<file path="src/rtl/assert_macros.svh">
// Assertion macros used by the scanner core RTL.
`ifndef ASSERT_MACROS_SVH
`define ASSERT_MACROS_SVH

// Check a property on every rising clock edge outside reset.
`define ASSERT_CLK(label, prop, msg) \
    label: assert property (@(posedge i_clk) disable iff (!i_rst_n) (prop)) \
        else $error(msg);

// Check that a condition never holds outside reset.
`define ASSERT_NEVER(label, cond, msg) \
    label: assert property (@(posedge i_clk) disable iff (!i_rst_n) !(cond)) \
        else $error(msg);

`endif

</file>
<file path="src/rtl/bks_pkg.sv">
// Shared constants and types for the bracket keyword index scanner.
`timescale 1ns / 1ps

package bks_pkg;

    localparam int POS_BITS_DEF = 32;
    localparam int OUT_BITS     = 32;
    localparam int CNT_BITS     = 28;
    localparam int MODE_BITS    = 3;

    localparam logic [CNT_BITS-1:0] MAX_ENTRIES_RST = {CNT_BITS{1'b1}};

    localparam logic [7:0] CHAR_NL     = 8'h0a;
    localparam logic [7:0] CHAR_LT     = 8'h3c;
    localparam logic [7:0] CHAR_GT     = 8'h3e;
    localparam logic [7:0] CHAR_LBRACK = 8'h5b;
    localparam logic [7:0] CHAR_RBRACK = 8'h5d;
    localparam logic [7:0] HIGH_MIN    = 8'd127;

    // Register indexes (byte address bit 2 selects the word)
    localparam logic REG_MAX_ENTRIES = 1'b0;

    typedef struct packed {
        logic [OUT_BITS-1:0] keyword_anchor;
        logic [OUT_BITS-1:0] line_start;
        logic                overflow;
    } t_result;

endpackage

</file>
<file path="src/rtl/bks_regs.sv">
// APB configuration register holding the entry limit.
`timescale 1ns / 1ps

module bks_regs
    import bks_pkg::*;
(
    input  logic                i_clk,
    input  logic                i_rst_n,
    input  logic                psel,
    input  logic                penable,
    input  logic                pwrite,
    input  logic [2:0]          paddr,
    input  logic [31:0]         pwdata,
    output logic [31:0]         prdata,
    output logic                pready,
    output logic [CNT_BITS-1:0] o_max_entries
);

    logic [CNT_BITS-1:0] r_max_entries;
    logic                wr_en;

    assign wr_en  = psel && penable && pwrite && (paddr[2] == REG_MAX_ENTRIES);
    assign pready = 1'b1;

    // Upper data bits and byte-lane bits have no storage
    always_ff @(posedge i_clk) begin
        if (!i_rst_n) begin
            r_max_entries <= MAX_ENTRIES_RST;
        end else if (wr_en) begin
            r_max_entries <= pwdata[CNT_BITS-1:0];
        end
    end

    always_comb begin
        prdata = '0;
        if (paddr[2] == REG_MAX_ENTRIES) begin
            prdata = {{(32-CNT_BITS){1'b0}}, r_max_entries};
        end
    end

    assign o_max_entries = r_max_entries;

endmodule

</file>
<file path="src/rtl/bks_core.sv">
// Input register, scan state and single-pass keyword detection.
`timescale 1ns / 1ps

`include "assert_macros.svh"

module bks_core
    import bks_pkg::*;
#(
    parameter int POSITION_BITS = POS_BITS_DEF
) (
    input  logic                i_clk,
    input  logic                i_rst_n,
    input  logic                i_valid,
    output logic                o_ready,
    input  logic [7:0]          i_data_byte,
    input  logic [CNT_BITS-1:0] i_max_entries,
    input  logic                i_out_free,
    output logic                o_emit,
    output t_result             o_result
);

    localparam logic [MODE_BITS-1:0] MODE_SEEK_OPEN    = 3'd0;
    localparam logic [MODE_BITS-1:0] MODE_FIELD_START  = 3'd1;
    localparam logic [MODE_BITS-1:0] MODE_IN_RUN       = 3'd2;
    localparam logic [MODE_BITS-1:0] MODE_OUTSIDE_RUN  = 3'd3;
    localparam logic [MODE_BITS-1:0] MODE_SKIP_BRACKET = 3'd4;

    logic                     r_in_valid;
    logic [7:0]               r_in_byte;
    logic [MODE_BITS-1:0]     r_mode;
    logic [POSITION_BITS-1:0] r_pos;
    logic [POSITION_BITS-1:0] r_line_start;
    logic [POSITION_BITS-1:0] r_pending;
    logic [CNT_BITS-1:0]      r_entries;
    logic                     r_stopped;

    logic [MODE_BITS-1:0]     n_mode;
    logic [MODE_BITS-1:0]     mode_after_outside;
    logic [POSITION_BITS-1:0] n_pos;
    logic [POSITION_BITS-1:0] n_pending;
    logic [CNT_BITS:0]        n_count;
    logic                     consume;
    logic                     live;
    logic                     is_high;
    logic                     is_nl;
    logic                     run_end;
    logic                     ovf;
    logic [POSITION_BITS+OUT_BITS-1:0] anchor_ext;
    logic [POSITION_BITS+OUT_BITS-1:0] line_ext;

    assign consume = r_in_valid && i_out_free;
    assign o_ready = !r_in_valid || i_out_free;
    assign live    = consume && !r_stopped;
    assign is_high = r_in_byte >= HIGH_MIN;
    assign is_nl   = r_in_byte == CHAR_NL;
    assign n_pos   = r_pos + 1'b1;

    always_ff @(posedge i_clk) begin
        if (!i_rst_n) begin
            r_in_valid <= 1'b0;
        end else if (o_ready) begin
            r_in_valid <= i_valid;
        end
    end

    always_ff @(posedge i_clk) begin
        if (o_ready && i_valid) begin
            r_in_byte <= i_data_byte;
        end
    end

    // Where a non-high byte lands once it falls through to the outside-run mode
    always_comb begin
        if (r_in_byte == CHAR_GT) begin
            mode_after_outside = MODE_SEEK_OPEN;
        end else if (r_in_byte == CHAR_LBRACK) begin
            mode_after_outside = MODE_SKIP_BRACKET;
        end else begin
            mode_after_outside = MODE_OUTSIDE_RUN;
        end
    end

    always_comb begin
        n_mode    = r_mode;
        n_pending = r_pending;
        run_end   = 1'b0;
        unique case (r_mode)
            MODE_FIELD_START: begin
                if (is_high) begin
                    n_pending = r_pos;
                    n_mode    = MODE_IN_RUN;
                end else begin
                    n_mode = mode_after_outside;
                end
            end
            MODE_IN_RUN: begin
                if (!is_high) begin
                    run_end = 1'b1;
                    n_mode  = mode_after_outside;
                end
            end
            MODE_OUTSIDE_RUN: begin
                if (r_in_byte == CHAR_GT || r_in_byte == CHAR_LBRACK) begin
                    n_mode = mode_after_outside;
                end else if (is_high) begin
                    // restart a field and open a run on the same byte
                    n_pending = r_pos;
                    n_mode    = MODE_IN_RUN;
                end
            end
            MODE_SKIP_BRACKET: begin
                if (r_in_byte == CHAR_RBRACK) begin
                    n_mode = MODE_FIELD_START;
                end
            end
            default: begin
                n_mode = (r_in_byte == CHAR_LT) ? MODE_FIELD_START : MODE_SEEK_OPEN;
            end
        endcase
    end

    assign n_count = {1'b0, r_entries} + 1'b1;
    assign ovf     = n_count > {1'b0, i_max_entries};
    assign o_emit  = live && !is_nl && run_end;

    always_ff @(posedge i_clk) begin
        if (!i_rst_n) begin
            r_mode       <= MODE_SEEK_OPEN;
            r_pos        <= '0;
            r_line_start <= {{(POSITION_BITS-1){1'b0}}, 1'b1};
            r_pending    <= '0;
            r_entries    <= '0;
            r_stopped    <= 1'b0;
        end else if (live) begin
            r_pos <= n_pos;
            if (is_nl) begin
                r_line_start <= n_pos + 1'b1;
            end else begin
                r_mode    <= n_mode;
                r_pending <= n_pending;
                if (run_end) begin
                    if (ovf) begin
                        r_stopped <= 1'b1;
                    end else begin
                        r_entries <= n_count[CNT_BITS-1:0];
                    end
                end
            end
        end
    end

    assign anchor_ext = {{OUT_BITS{1'b0}}, r_pending};
    assign line_ext   = {{OUT_BITS{1'b0}}, r_line_start};

    assign o_result.keyword_anchor = anchor_ext[OUT_BITS-1:0];
    assign o_result.line_start     = line_ext[OUT_BITS-1:0];
    assign o_result.overflow       = ovf;

    `ASSERT_CLK(a_ovf_halts, (o_emit && ovf) |=> r_stopped, "overflow entry did not halt")
    `ASSERT_CLK(a_halt_sticks, r_stopped |=> r_stopped, "halt cleared without reset")
    `ASSERT_NEVER(a_no_emit_halted, r_stopped && o_emit, "entry emitted while halted")
    `ASSERT_CLK(a_count_adv, (o_emit && !ovf) |=> (r_entries == $past(n_count[CNT_BITS-1:0])),
        "entry count did not advance")

endmodule

</file>
<file path="src/rtl/bks_out.sv">
// Result register on the output channel.
`timescale 1ns / 1ps

module bks_out
    import bks_pkg::*;
(
    input  logic                i_clk,
    input  logic                i_rst_n,
    input  logic                i_emit,
    input  t_result             i_result,
    output logic                o_free,
    output logic                o_valid,
    input  logic                i_ready,
    output logic [OUT_BITS-1:0] o_keyword_anchor,
    output logic [OUT_BITS-1:0] o_line_start,
    output logic                o_overflow
);

    logic    r_valid;
    t_result r_result;

    assign o_free = !r_valid || i_ready;

    always_ff @(posedge i_clk) begin
        if (!i_rst_n) begin
            r_valid <= 1'b0;
        end else if (i_emit) begin
            r_valid <= 1'b1;
        end else if (i_ready) begin
            r_valid <= 1'b0;
        end
    end

    always_ff @(posedge i_clk) begin
        if (i_emit) begin
            r_result <= i_result;
        end
    end

    assign o_valid          = r_valid;
    assign o_keyword_anchor = r_result.keyword_anchor;
    assign o_line_start     = r_result.line_start;
    assign o_overflow       = r_result.overflow;

endmodule

</file>
<file path="src/rtl/bracket_keyword_index_scanner.sv">
// Top level of the bracket keyword index scanner.
//
// Takes one dictionary byte per cycle, back to back while input ready is high, and emits
// an index entry (anchor position, line start, overflow flag) when a run of bytes 127 or
// above inside a <...> field ends. A byte is held in the input register and its entry is
// written to the output register when the byte is consumed; all scan work is combinational.
// Input ready drops only while the input register holds a byte and a result waits
// unaccepted on the output. After an overflow entry the block keeps taking bytes and
// drops them until reset. max_entries is written over APB at byte address 0.
`timescale 1ns / 1ps

module bracket_keyword_index_scanner
    import bks_pkg::*;
#(
    parameter int POSITION_BITS = POS_BITS_DEF
) (
    input  logic                i_clk,
    input  logic                i_rst_n,
    input  logic                psel,
    input  logic                penable,
    input  logic                pwrite,
    input  logic [2:0]          paddr,
    input  logic [31:0]         pwdata,
    output logic [31:0]         prdata,
    output logic                pready,
    input  logic                i_valid,
    output logic                o_ready,
    input  logic [7:0]          i_data_byte,
    output logic                o_valid,
    input  logic                i_ready,
    output logic [OUT_BITS-1:0] o_keyword_anchor,
    output logic [OUT_BITS-1:0] o_line_start,
    output logic                o_overflow
);

    logic [CNT_BITS-1:0] max_entries;
    logic                out_free;
    logic                emit;
    t_result             result;

    bks_regs u_regs (
        .i_clk         (i_clk),
        .i_rst_n       (i_rst_n),
        .psel          (psel),
        .penable       (penable),
        .pwrite        (pwrite),
        .paddr         (paddr),
        .pwdata        (pwdata),
        .prdata        (prdata),
        .pready        (pready),
        .o_max_entries (max_entries)
    );

    bks_core #(
        .POSITION_BITS (POSITION_BITS)
    ) u_core (
        .i_clk         (i_clk),
        .i_rst_n       (i_rst_n),
        .i_valid       (i_valid),
        .o_ready       (o_ready),
        .i_data_byte   (i_data_byte),
        .i_max_entries (max_entries),
        .i_out_free    (out_free),
        .o_emit        (emit),
        .o_result      (result)
    );

    bks_out u_out (
        .i_clk            (i_clk),
        .i_rst_n          (i_rst_n),
        .i_emit           (emit),
        .i_result         (result),
        .o_free           (out_free),
        .o_valid          (o_valid),
        .i_ready          (i_ready),
        .o_keyword_anchor (o_keyword_anchor),
        .o_line_start     (o_line_start),
        .o_overflow       (o_overflow)
    );

endmodule
</file>
<file path="config.mk">
export PLATFORM = sky130hd
export DESIGN_NAME = bracket_keyword_index_scanner
export DESIGN_NICKNAME = d
export VERILOG_FILES = /design/src/rtl/bks_pkg.sv /design/src/rtl/bks_regs.sv /design/src/rtl/bks_core.sv /design/src/rtl/bks_out.sv /design/src/rtl/bracket_keyword_index_scanner.sv
export VERILOG_INCLUDE_DIRS = /design/src /design/src/rtl
export SDC_FILE = /design/constraint.sdc
export NUM_CORES = 1
export LEC_CHECK = 0
export ABC_AREA = 1
export BUFFER_PORTS_ARGS = -buffer_cell sky130_fd_sc_hd__buf_2
export CAP_MARGIN = 20
export CORE_MARGIN = 2
export CORE_UTILIZATION = 30
export CTS_BUF_LIST = sky130_fd_sc_hd__clkbuf_16
export DETAILED_ROUTE_END_ITERATION = 7
export PLACE_DENSITY = 0.51
export SLEW_MARGIN = 10
export SYNTH_ARGS = -nofsm -noshare
export SYNTH_HDL_FRONTEND = slang
export SYNTH_SLANG_ARGS = --single-unit
</file>
<file path="constraint.sdc">
create_clock -name i_clk -period 4.5 [get_ports i_clk]
set_input_delay 1.35 -clock i_clk [delete_from_list [all_inputs] [get_ports i_clk]]
set_output_delay 1.35 -clock i_clk [all_outputs]
set_load 0.1 [all_outputs]
</file>
==> results.txt, run 1 <==
The flow ran to the end, and the final reports show no timing, DRC or antenna violations. The slack of the critical path came out at 0.586 ns. The slew of the pin with the lowest slew margin came out at 0.877 ns.

STA classifies the critical path startpoint as a flop. Adding up every negative setup slack in the final design gives 0 ns. Summing all multi-input logic gate instances after layout gives 5260 um^2. The maximum buffer depth of the clock tree came out at 3.

The required time of the critical path is 4.98 ns. The clock tree skew after final layout is 0.00843 ns. The number of setup buffers added after CTS is 0. The data arrival time of the critical path came out at 4.40 ns. The path class of the tightest hold or removal check is flop to flop. CTS built an H-tree with a depth of 1. For this run, the detailed router's first-pass iteration total came to 5. The average wire per cell in the routed design came out at 13.5 um.

The endpoint kind of the worst setup timing path is a flop. The pin count of the biggest net entering global routing is 82. The floorplan die width is 202 um.

The part of the power in registers came out at 47.3%. The routed wire length is 29,500 um. The number of port buffers is 138.

Buffers inserted during clock tree synthesis total 27. For this run, the leading register cell type out of synthesis is dfxtp_1. The peak ir drop on the vdd network is 0.228 mV.

In the final design database the tool counted 1,731 nets. The clock sink count came out at 231. The clock transition at the register clock pins on the worst setup and hold paths after CTS is 0.06 ns.

The height of the die came out at 202 um. The aggregate global-route resource usage is 14.4%. The effective utilization at floorplan came out at 30.3%. The worst slack after detailed placement came out at 0.521 ns. The synthesized instance count came out at 1,523. The total of hold buffers inserted after clock tree synthesis is 0. The clock insertion delay at the later pin of the skew report came out at 0.54 ns. Net switching is 27.3% of the power. By instance count, the leading cell after synthesis is nand2_1. The total number of placement rows is 72. Of the available clock period, the critical path in the final layout requires 87.0%. The biggest area contributor in the post-synthesis netlist is dfxtp_1.

Across the whole layout, storage elements account for 5360 um^2. In the routed design, unresolved DRC markers number 0. The number of enable flip-flop cells after synthesis is 73. The count of distinct cell types in the synthesized netlist is 47.

Summing all placed instances gives a cell area of 12,900 um^2. The area growth from synthesis to layout came out at 17.5%. The number of DRC violations after detailed-routing iteration 0 is 558.

The switching component of the power is 1.29 mW. The total count of hold-check failures in the final report is 0. The number of top-level pins is 150. TritonCTS built the clock tree.

The number of gates resized after cts is 0. The areal power density over the cells is 343 nW/um^2. With fillers left out, the area of the finished cells amounts to 13,800 um^2.

Setup repair after global routing left no endpoint under its margin. The overall overflow remaining after global route is 0. The worst register-to-register path begins at u_core.r_entries[0]$_SDFFE_PN0P_.

The first global-routing pass estimated 48,100 um of wire. The largest fanout on the critical path is 23. The max-capacitance violation count is 0. By count the netlist is led by nand2_1, inv_1, nor2_1, dfxtp_1. The area of the die came out at 40,700 um^2.

The combinational power share is 9.7%. The share of flip-flops with an asynchronous set or reset is 0%. The leakage power of the design is 6.24 nW.

The tree is rooted in a clkbuf_16. The area share of the largest cell type after synthesis is 27.0%. The sum of net half-perimeters after detailed placement is 21,600 um. The count of antenna-violating nets left after detailed routing came out at 0. The final hold slack came out at 0.420 ns. The initial antenna violation count came out at 0. After synthesis, the mean cell area works out to 7.69 um^2. The number of global-route vias before repair came out at 9,317. The flip-flop and latch count after synthesis is 231. Summing every instance area after synthesis gives 11,700 um^2.

The number of warnings reported in the yosys synthesis log came out at 0. The sequential element share of the synthesized area came out at 45.7%. The area of the core region came out at 38,600 um^2.

The timing-limited maximum frequency came out at 255 MHz. The final critical path time including I/O delays and setup came out at 3.91 ns. The clock network is responsible for 42.9% of the overall power. Fill cells in the final layout number 4,108. The internal portion of total power came out at 3.44 mW. The number of vias after detailed routing came out at 9,798. The most critical setup path has its startpoint at u_core.r_entries[0]$_SDFFE_PN0P_.

The worst slew margin relative to its limit came out at 41.5%. The fraction of final layout cells sized beyond drive strength 1 came out at 16.2%. The critical path is of the flop to flop type. The congestion estimate from routability-driven global placement came to 0.831. The number of failing setup endpoints in the final timing report is 0.

The total count of max-transition violations in the final report is 0. Ranked by total cell area, the synthesized netlist is headed by dfxtp_1, edfxtp_1, nand2_1. The via-per-instance ratio is 4.48.

The startpoint identified for the worst hold timing path is u_core.r_line_start[16]$_SDFFE_PN0P_.
==> logic make-up (layout without fill, tap and decap cells) <==
logic type	Yosys count	after routing	share of synthesized area [%]
other	2	6	0.0641
XOR/XNOR	35	35	2.68
buffers and inverters	295	438	9.82
AND/OR/NAND/NOR	680	680	26.5
AO/OA/AOI/OAI	248	248	11.8
adder cells (fa/ha/maj)	32	32	3.42
flip-flops	231	231	45.7
==> state kept, by name, indices dropped and copies added, names as in the netlist <==
signal / count
u_core.r_entries: 28
u_core.r_in_byte: 8
u_core.r_in_valid: 1
u_core.r_line_start: 32
u_core.r_mode: 3
u_core.r_pending: 32
u_core.r_pos: 32
u_core.r_stopped: 1
u_out.o_keyword_anchor: 32
u_out.o_line_start: 32
u_out.o_overflow: 1
u_out.o_valid: 1
u_regs.o_max_entries: 28
==> routing by layer <==
metal | vias to the layer above | routed length (um) | global-route usage (%)
met3 | 39 | 1310 | 2.22
met2 | 186 | 12900 | 23.1
met5 | - | 0 | 0
met1 | 4436 | 14600 | 20.1
li1 | 5137 | - | -
met4 | 0 | 593 | 3.97
==> placed cells by master (no fill, tap or decap), types with 2 or more instances in the layout <==
cell	instances
nand2_1	286
inv_1	237
nor2_1	193
dfxtp_1	158
buf_2	137
a21oi_1	93
o21ai_0	93
nand3_1	86
edfxtp_1	73
o211ai_1	39
ha_1	32
xor2_1	29
clkbuf_16	27
nand2_2	21
nor3_1	18
nor2_4	15
nor2_2	14
nand4_1	14
buf_4	10
inv_2	8
nand2_4	8
clkinv_2	8
o21a_1	7
o21ai_1	6
xnor2_1	5
o21bai_1	5
conb_1	5
nor4_1	4
clkinv_1	4
nor2_8	4
nand3_2	4
nand3b_1	4
clkinvlp_4	3
nor3_4	2
or2_2	2
buf_12	2
==> critical path, cell delays in order (launching register included) <==
cell	delay, ns
dfxtp_1	0.45
nand3_1	0.15
nor2_1	0.23
nand2_1	0.10
nor2_2	0.12
nand2_1	0.10
nor2_1	0.16
nand3_1	0.13
nor2_1	0.19
xor2_1	0.23
inv_1	0.08
ha_1	0.29
nand4_1	0.14
nor4b_1	0.28
nand3_1	0.12
or2_2	0.29
nand2_2	0.23
nand2_2	0.09
clkinv_2	0.27
nor2_1	0.09
nor2_1	0.09
==> area by class of cell <==
class                           count  share of cell area (%)
Inverter                          240                    6.55
Timing Repair Buffer              149                    5.81
Clock buffer                       27                    4.91
Clock inverter                     22                   0.972
Antenna cell                        1                  0.0182
Multi-Input combinational cell   1000                    38.2
Sequential cell                   231                    38.9
Tap cell                          518                    4.71
==> path summary, 6_finish.rpt <==
path / end / slack (ns) / cells after the start
worst max-delay path: u_core.r_entries[13]$_SDFFE_PN0P_ / 0.59 / 20
worst min-delay path: u_out.o_line_start[16]$_DFFE_PP_ / 0.42 / 0
worst max register to register: u_core.r_entries[13]$_SDFFE_PN0P_ / 0.59 / 20
worst min register to register: u_out.o_line_start[16]$_DFFE_PP_ / 0.42 / 0
==> per-stage QoR <==
stage	std cells	util, %	power [mW]
CTS	2186	35.6	4.80
floorplan	1526	-	2.64
global placement	2137	33.5	2.74
global route	2187	35.6	4.93
finish	2188	35.6	4.72
detailed placement	2137	33.5	2.74
==> power by group through the flow <==
| stage | registers, mW | logic, mW | clock network, mW |
|---|---|---|---|
| 6_report | 2.24 | 0.460 | 2.03 |
| 4_1_cts | 2.24 | 0.464 | 2.10 |
| 5_1_grt | 2.24 | 0.504 | 2.19 |
| 3_3_place_gp | 2.28 | 0.459 | 0 |
| 2_1_floorplan | 2.30 | 0.343 | 0 |
| 3_5_place_dp | 2.28 | 0.463 | 0 |
No activity file was read; power rests on OpenSTA's default activity.
==> run 2: changes to the inputs <==
--- a/config.mk
+++ b/config.mk
@@ -13,6 +13,7 @@
 export CORE_UTILIZATION = 30
 export CTS_BUF_LIST = sky130_fd_sc_hd__clkbuf_16
 export DETAILED_ROUTE_END_ITERATION = 7
+export MAX_ROUTING_LAYER = met4
 export PLACE_DENSITY = 0.51
 export SLEW_MARGIN = 10
 export SYNTH_ARGS = -nofsm -noshare
==> results.txt, run 2 (same netlist as run 1, synthesis figures left out) <==
Clock-pin slew was measured on the worst setup and hold paths at 0.06 ns. The worst setup path is captured at a flop. The slew of the pin with the lowest slew margin is 0.887 ns. The TritonCTS clock tree is yes. The area growth from synthesis to layout is 17.5%. For this run, design rule violations remaining after detail routing come to 0. The routed wire length is 29,500 um.

The effective utilization at floorplan came out at 30.3%. The slack of the critical path came out at 0.592 ns. The fraction of final layout cells sized beyond drive strength 1 is 16.2%. At the worst endpoint, the required time is 4.97 ns. Broken down by cell family, the worst path's largest delay share belongs to simple AND/OR/NAND/NOR gates. The floorplan die width is 202 um. The total number of H-tree levels came out at 1. In this run the count of I/O pins placed on the die edge is 150. The area of the die is 40,700 um^2. The worst setup path is launched from a flop.

The most congested layer reported by global routing is met2. Across the run, the number of max-cap violations was 0. The setup fix buffers added after clock tree synthesis came out at 0. Leaving out fill and tap cells, the most frequent cells in the layout are nand2_1, inv_1, nor2_1. The setup TNS after final layout came out at 0 ns. The number of global-route vias before repair is 9,312. The number of vias after detailed routing is 9,804. Traced cell by cell, the critical path runs through nand3_1, nor2_1, nand2_1, nor2_2, nand2_1, nor2_1, nand3_1, nor2_1, xor2_1, inv_1, ha_1, nand4_1, nor4b_1, nand3_1, or2_2, nand2_2, nand2_2, clkinv_2, nor2_1, nor2_1. Setup violations remaining at the end of the flow were counted as 0. The region available for standard cell placement spans 38,600 um^2. The global-route track usage on met1 came out at 20.1%.

The number of CTS-inserted buffers is 27. VDD sags by at most 0.228 mV. The global-route met2 utilization came out at 23.1%. Static timing analysis puts the maximum clock frequency at 256 MHz. In this run, post-CTS hold repair placed 0 buffers. The pin count of the biggest net entering global routing is 82. The root buffer cell chosen for the clock tree is clkbuf_16. The final critical path time including I/O delays and setup is 3.91 ns.

The count of antenna-violating nets left after detailed routing is 0. The library cell used most frequently in the layout, excluding fill and tap cells, is nand2_1. The initial antenna violation count is 0. The largest individual stage delay along the critical path comes from the cell dfxtp_1. The clock tree skew after final layout came out at 0.00799 ns. The leakage power of the design is 6.24 nW. The category of the most critical setup path is flop to flop. Using the TritonRoute via totals, the vias-per-cell ratio works out to 4.48. The aggregate global-route resource usage is 14.8%. The height of the die is 202 um.

The count of buffering cells on the critical path with inverters included is 2. The clock insertion delay at the later pin of the skew report came out at 0.54 ns. The global-route track usage on met3 came out at 2.20%. The delay of the slowest cell on the worst path came out at 0.44 ns. The areal power density over the cells came out at 343 nW/um^2. The flow ran to the end, and the final reports show no timing, DRC or antenna violations. The most used cell along the critical path is nor2_1. Routability-driven placement finished with a final weighted congestion of 0.844. Before CTS, the worst setup slack after placement is 0.521 ns. The maximum buffer depth of the clock tree is 3. The sum of net half-perimeters after detailed placement is 21,600 um. The largest fanout on the critical path came out at 23. The data arrival time of the critical path came out at 4.38 ns. The average wire per cell in the routed design came out at 13.5 um. Setup repair after global routing left no endpoint under its margin. The number of fill cells in the layout is 4,108. The number of detailed-routing iterations run before antenna repair came out at 5.

The net count of the finished layout is 1,731. The total number of placement rows is 72. The global-route wire length before repair is 48,100 um. The final period utilization is 86.8%.

The total count of hold-check failures in the final report is 0. After global routing the overflow that remains totals 0. The path class of the lowest-slack min-delay path is flop to flop. In this run, the number of DRC markers left after iteration 0 of detailed routing was 545.

The tree built by TritonCTS fans out to 231 sinks. The number of port buffers is 138. Headroom to the max-slew limit came out at 40.8%.

The total count of max-transition violations in the final report was 0. The number of gates resized after cts is 0.
[run 2: path summary, 6_finish.rpt]
check | start | to | slack (ns) | cells past startpoint
setup / recovery | u_core.r_entries[0]$_SDFFE_PN0P_ | u_core.r_entries[12]$_SDFFE_PN0P_ | 0.59 | 20
hold / removal | u_core.r_line_start[16]$_SDFFE_PN0P_ | u_out.o_line_start[16]$_DFFE_PP_ | 0.42 | 0
setup reg to reg | u_core.r_entries[0]$_SDFFE_PN0P_ | u_core.r_entries[12]$_SDFFE_PN0P_ | 0.59 | 20
hold reg to reg | u_core.r_line_start[16]$_SDFFE_PN0P_ | u_out.o_line_start[16]$_DFFE_PP_ | 0.42 | 0
[run 2: metal layers]
metal / vias to the layer above / share of wire [%]
li1: 5131 / -
met1: 4437 / 49
met2: 195 / 44
met3: 41 / 4.7
met4: 0 / 2.1
met5: - / 0
[run 2: cell type report]
class                      instances  area [um^2]  share of cell area [%]
clock inverter                    22          134                   0.972
tap                              518          648                    4.71
sequential                       231         5360                    38.9
timing repair buffer             149          801                    5.81
multi-input combinational       1000         5260                    38.2
antenna                            1         2.50                  0.0182
inverter                         240          902                    6.55
clock buffer                      27          676                    4.91
[run 2: metrics by stage]
stage               total power, mW  util (%)  hold slack, ns  instance area, um^2  cells
floorplan                      2.64         -           0.403                11700   1526
global placement               2.74      33.5           0.411                12900   2137
detailed placement             2.74      33.5           0.410                12900   2137
CTS                            4.80      35.6           0.428                13800   2186
global route                   4.93      35.6           0.440                13800   2187
finish                         4.72      35.6           0.420                13800   2188
[run 2: report_power, final]
part | internal [mW] | switching [mW]
clock network | 1.14 | 0.883
logic | 0.103 | 0.358
registers | 2.19 | 0.0459
total | 3.44 | 1.29
